File: src/design/smm_pkg.sv
package smm_pkg;

  localparam logic [1:0] OP_LOAD_A  = 2'd0;
  localparam logic [1:0] OP_LOAD_B  = 2'd1;
  localparam logic [1:0] OP_COMPUTE = 2'd2;

  localparam int ELEM_W = 16;
  localparam int MUL_W  = 32;
  localparam int ACC_W  = 40;
  localparam int IDX_W  = 4;

  typedef enum logic [1:0] {
    ST_IDLE,
    ST_ISSUE,
    ST_DRAIN,
    ST_EMIT
  } smm_state_t;

  typedef struct packed {
    logic wr_a;
    logic wr_b;
    logic start;
    logic issue;
    logic next_col;
    logic emit;
  } smm_cmd_t;

  typedef struct packed {
    logic k_last;
    logic j_last;
    logic pipe_busy;
    logic out_free;
  } smm_status_t;

endpackage

File: src/design/smm_ctrl.sv
module smm_ctrl import smm_pkg::*; #(
  parameter int DIM = 16
) (
  input  logic                clk,
  input  logic                rst_n,
  input  logic                in_valid,
  input  logic [1:0]          in_op,
  input  logic [IDX_W-1:0]    in_row,
  input  logic [IDX_W-1:0]    in_col,
  output logic                in_stall,
  input  smm_status_t         status,
  output smm_cmd_t            cmd
);

  smm_state_t state_r, state_nxt;
  logic       row_ok, col_ok;

  assign row_ok = 32'(in_row) < DIM;
  assign col_ok = 32'(in_col) < DIM;

  always_ff @(posedge clk) begin
    if (!rst_n) begin
      state_r <= ST_IDLE;
    end else begin
      state_r <= state_nxt;
    end
  end

  always_comb begin
    state_nxt = state_r;
    case (state_r)
      ST_IDLE: begin
        if (in_valid && in_op == OP_COMPUTE && row_ok) begin
          state_nxt = ST_ISSUE;
        end
      end
      ST_ISSUE: begin
        if (status.k_last) begin
          state_nxt = ST_DRAIN;
        end
      end
      ST_DRAIN: begin
        if (!status.pipe_busy) begin
          state_nxt = ST_EMIT;
        end
      end
      ST_EMIT: begin
        if (status.out_free) begin
          state_nxt = status.j_last ? ST_IDLE : ST_ISSUE;
        end
      end
      default: state_nxt = ST_IDLE;
    endcase
  end

  always_comb begin
    cmd      = '0;
    in_stall = 1'b1;
    case (state_r)
      ST_IDLE: begin
        in_stall  = 1'b0;
        cmd.wr_a  = in_valid && in_op == OP_LOAD_A && row_ok && col_ok;
        cmd.wr_b  = in_valid && in_op == OP_LOAD_B && row_ok && col_ok;
        cmd.start = in_valid && in_op == OP_COMPUTE && row_ok;
      end
      ST_ISSUE: begin
        cmd.issue = 1'b1;
      end
      ST_DRAIN: begin
        cmd = '0;
      end
      ST_EMIT: begin
        cmd.emit     = status.out_free;
        cmd.next_col = status.out_free && !status.j_last;
      end
      default: cmd = '0;
    endcase
  end

endmodule

File: config.mk
export PLATFORM = sky130hd
export DESIGN_NAME = smm_ctrl
export DESIGN_NICKNAME = d
export VERILOG_FILES = /design/src/design/smm_pkg.sv /design/src/design/smm_ctrl.sv
export SDC_FILE = /design/constraint.sdc
export NUM_CORES = 1
export LEC_CHECK = 0
export BUFFER_PORTS_ARGS = -buffer_cell sky130_fd_sc_hd__buf_2
export CORE_AREA = 3 3 40 42
export DETAILED_ROUTE_END_ITERATION = 6
export DIE_AREA = 0 0 43 45
export GPL_ROUTABILITY_DRIVEN = 0
export GPL_TIMING_DRIVEN = 0
export PLACE_DENSITY = 0.46
export SLEW_MARGIN = 20
export SYNTH_ARGS = -nofsm -noshare
export SYNTH_HDL_FRONTEND = slang
export SYNTH_SLANG_ARGS = --single-unit
File: constraint.sdc
create_clock -name clk -period 2.1 [get_ports clk]
set_input_delay 0.105 -clock clk [delete_from_list [all_inputs] [get_ports clk]]
set_output_delay 0.105 -clock clk [all_outputs]
set_load 0.01 [all_outputs]
# --- Yosys cells after proc, flatten, opt, wreduce, memory -nomap -nowiden ---
# Index checks and enable logic that the tools add are counted.
totals:
  reg_bits: 2
  output_inout_bits: 7
  elab_cells: 28
classes:
  eq_ne: 9
  muxes: 10
  n_reduce_logical: 8
ops:
  columns: ["operator", "count"]
  rows:
  - ["$mux 2", 5]
  - ["$ne 2x2->1 const B", 4]
  - ["$pmux 2 s4", 1]
  - ["$eq 2x2->1 const B", 3]
  - ["$eq 2x1->1 const B", 2]
  - ["$logic_and 1x1->1", 4]
  - ["$logic_not 2->1", 2]
  - ["$reduce_and 4->1", 1]
  - ["$mux 1", 3]
  - ["$mux 3", 1]
  - ["$logic_not 1->1", 1]

# --- Depth between registers and ports, before layout ---
logic_depth:
  ltp_word: 4
  mapped_depth: 5
  ltp_nobuf: 5

# --- Least setup slack after synthesis ---
# OpenSTA, ideal clock, no wires.
synth_path:
  kind: "register to register"
  startpoint: "register state_r[1]"
  endpoint: "register state_r[0]"
  arrival_time_ps: 1434
  t_required_ps: 2028
  setup_slack_ps: 594
  path_stages_with_launch: 6
  path_buffers: 0
  synth_period_minus_slack_ps: 1506
  path_cell_list: "dfxtp_1 > inv_1 > ha_1 > and2b_2 > a2111oi_4 > mux2i_1"
synth_between:
  elab_chain_len: 3
  word_cells_on_any_way: 10
synth_lines:
  columns: ["item", "line", "source"]
  rows:
  - ["start, declared", "smm_ctrl.sv:15", "smm_state_t state_r, state_nxt;"]
  - ["start signal, assigned", "smm_ctrl.sv:25", "state_r <= state_nxt;"]
  - ["$eq 2x1->1 (tied with other cells)", "smm_ctrl.sv:31", "case (state_r)"]
  - ["$ne 2x2->1 (no source line)", null, null]
  - ["$reduce_and 4->1 (no source line)", null, null]
# Several ways; a longest one is shown, not always the timed one.
# A chain may end at the register's enable or synchronous reset.

# --- Worst setup path after layout ---
layout_path:
  startpoint: "register state_r[1]"
  endpoint: "register state_r[1]"
# The elaborated chain is that of the path after synthesis.

==> impl_metrics.ini <==
[yosys]
async_flop_share_pct = 0
yosysTopAreaCell = ha_1
synth_area_um2 = 275
synthCells = 29
synth.area.top_cells = ha_1 (23%), dfxtp_1 (15%), a2111oi_4 (10%)
syn_nets = 51
synth_flop_cell = dfxtp_1
synth-edff-count = 0
yosysSeqAreaShare_pct = 14.5
yosysMostFrequentCell = ha_1
ys_warn_count = 0
yosys-top-cells-count = ha_1 (5), nand2_1 (4), inv_1 (3)
synth-seq-cells = 2
syn_avg_cell_area_um2 = 9.49
synth_cell_type_count = 15
yosys.area.top_type_share_pct = 22.7

[setup_path]
cp_cell_sequence = inv_1 > ha_1 > and2b_2 > a2111oi_4 > mux2i_1
crit_family = flip-flops
critical-path-slowest-cell = dfxtp_1
criticalPathCategory = flip-flop to flip-flop
cp_slowest_stage_delay_ns = 0.39
cp_data_arrival_time_ns = 1.73
startpoint_type = flip-flop
path_buf_inv = 1
endpoint_kind = flip-flop
crit_fanout = 5
required_ns = 2.25

[clocking]
htreeDepth = 1
clock_latency_ns = 0.22
post-cts-setup-buffers = 0
clkSinkCount = 2
cts_buffer_depth = 2
cts-root-buf = clkbuf_4
cts.clk_slew.worst_paths_ns = 0.03
ctsHoldBuffers = 0
cts_made_buffers = 3
ctsResizeCount = 0
cts_tree = done

[timing]
rsz0062_at_grt = false
max_slew_margin_pct = 77.5
fmax_ghz = 0.634
setup-tns-final_ns = 0
finalSetupViolCount = 0
timing.final.crit_share_pct = 75.1
drv_slew = 0
finalCriticalPeriod_ns = 1.58
hold_viol_final = 0
clock_skew_ns = 0.000867
worst_pin_slew_ns = 0.337

[die]
std_cell_rows = 13
die_y_um = 45
dieArea_um2 = 1940
start_util_pct = 21.4
core-area_um2 = 1280
io_pins = 24
die_width_um = 43

[routing]
drtAntennaViolNets = 0
via_count = 257
vias_per_cell = 4.15
wl_per_cell_um = 9.02
totalWireLength_um = 559
drc = 0
dr.pass1.iters = 3
drtIter0Drc = 8

[cells_and_area]
largest-register = state_r
nets = 71
fillers = 141
diodes = 0
top_regs = state_r: 2 flops
final_util_pct = 30.5
areaGrowthSynthToFinish_pct = 42.3
finalInstanceArea_um2 = 392
drive_gt1_share_pct = 44.7
largest_register_ffs = 2

[global_route]
antenna_found_initial = 0
grt_max_degree = 7
grt_overflow = 0
grt_pass1_wl_um = 945
grt_usage_pct = 7.06
grt_pass1_vias = 224

[outcome]
outcome = complete, no violations

[pwr]
p_leak_nw = 0.218
vdd_ir_drop_max_v = 0.000255
powerDensity_nw_per_um2 = 916

[placement]
io_buffers = 15
place_area_um2 = 369
place_hpwl_um = 453

[run]
cap_violations = 0

[min_path]
hp-class = input pin to flip-flop
[worst register-to-register path, delay by kind of cell, from the launching register on]
kind | cells | cell delay (ns)
fa+ha+maj | 1 | 0.20
compound gates | 1 | 0.39
mux | 1 | 0.22
buf+inv | 1 | 0.10
flops | 1 | 0.39
simple gates | 1 | 0.21
[layer usage]
metal | global-route usage (%) | vias up | wire length [um]
met5 | 0 | - | 0
met3 | 2.39 | 2 | 62
met2 | 9.28 | 15 | 228
met1 | 7.89 | 105 | 255
li1 | - | 135 | -
met4 | 9.04 | 0 | 12
[path summary, 6_finish.rpt]
path	start	endpoint	slack [ns]	cells after the start
worst min register to register	state_r[1]	state_r[1]	0.52	2
worst max register to register	state_r[1]	state_r[1]	0.52	5
worst max-delay path	state_r[1]	state_r[1]	0.52	5
worst min-delay path	rst_n	state_r[0]	0.17	3
[cell type report]
cell class              count  area [um^2]  area share, %
flip-flops and latches      2         40.0           10.2
repair buffers             15         75.1           19.2
multi-input cells          24          224           57.2
clock buffers               3         22.5           5.75
inverters                   3         11.3           2.88
well taps                  15         18.8           4.79
[logic make-up after synthesis]
family	share of synthesized area, %
and+or+nand+nor	38.6
adders and majority gates	22.7
buffers and inverters	4.09
AOI/OAI and AO/OA	12.7
muxes	7.27
DFF	14.5
[power by group]
group	total (mW)	internal, mW	switching, mW
Combinational	0.203	0.103	0.101
Clock	0.0842	0.0630	0.0212
Sequential	0.0710	0.0521	0.0189
Total	0.359	0.218	0.141
[cell usage in the layout, fill, tap and decap left out]
master / n
a2111oi_4: 1
and2_0: 1
and2_1: 1
and2b_2: 1
and3b_1: 2
buf_2: 15
clkbuf_4: 3
dfxtp_1: 2
ha_1: 5
inv_1: 3
mux2i_1: 2
nand2_1: 4
nand3b_4: 1
nor2b_1: 2
nor3_1: 1
nor3b_1: 2
o31ai_1: 1
[metrics by stage]
| stage | worst slack, ns | cells | total power, mW | hold slack (ns) |
|---|---|---|---|---|
| after floorplan | 0.594 | 29 | 0.219 | 0.252 |
| after global placement | 0.488 | 59 | 0.283 | 0.398 |
| after detailed placement | 0.514 | 59 | 0.280 | 0.397 |
| after CTS | 0.499 | 62 | 0.370 | 0.162 |
| after global routing | 0.388 | 62 | 0.401 | 0.186 |
| final | 0.523 | 62 | 0.359 | 0.172 |
(Power assumes the default switching activity.)
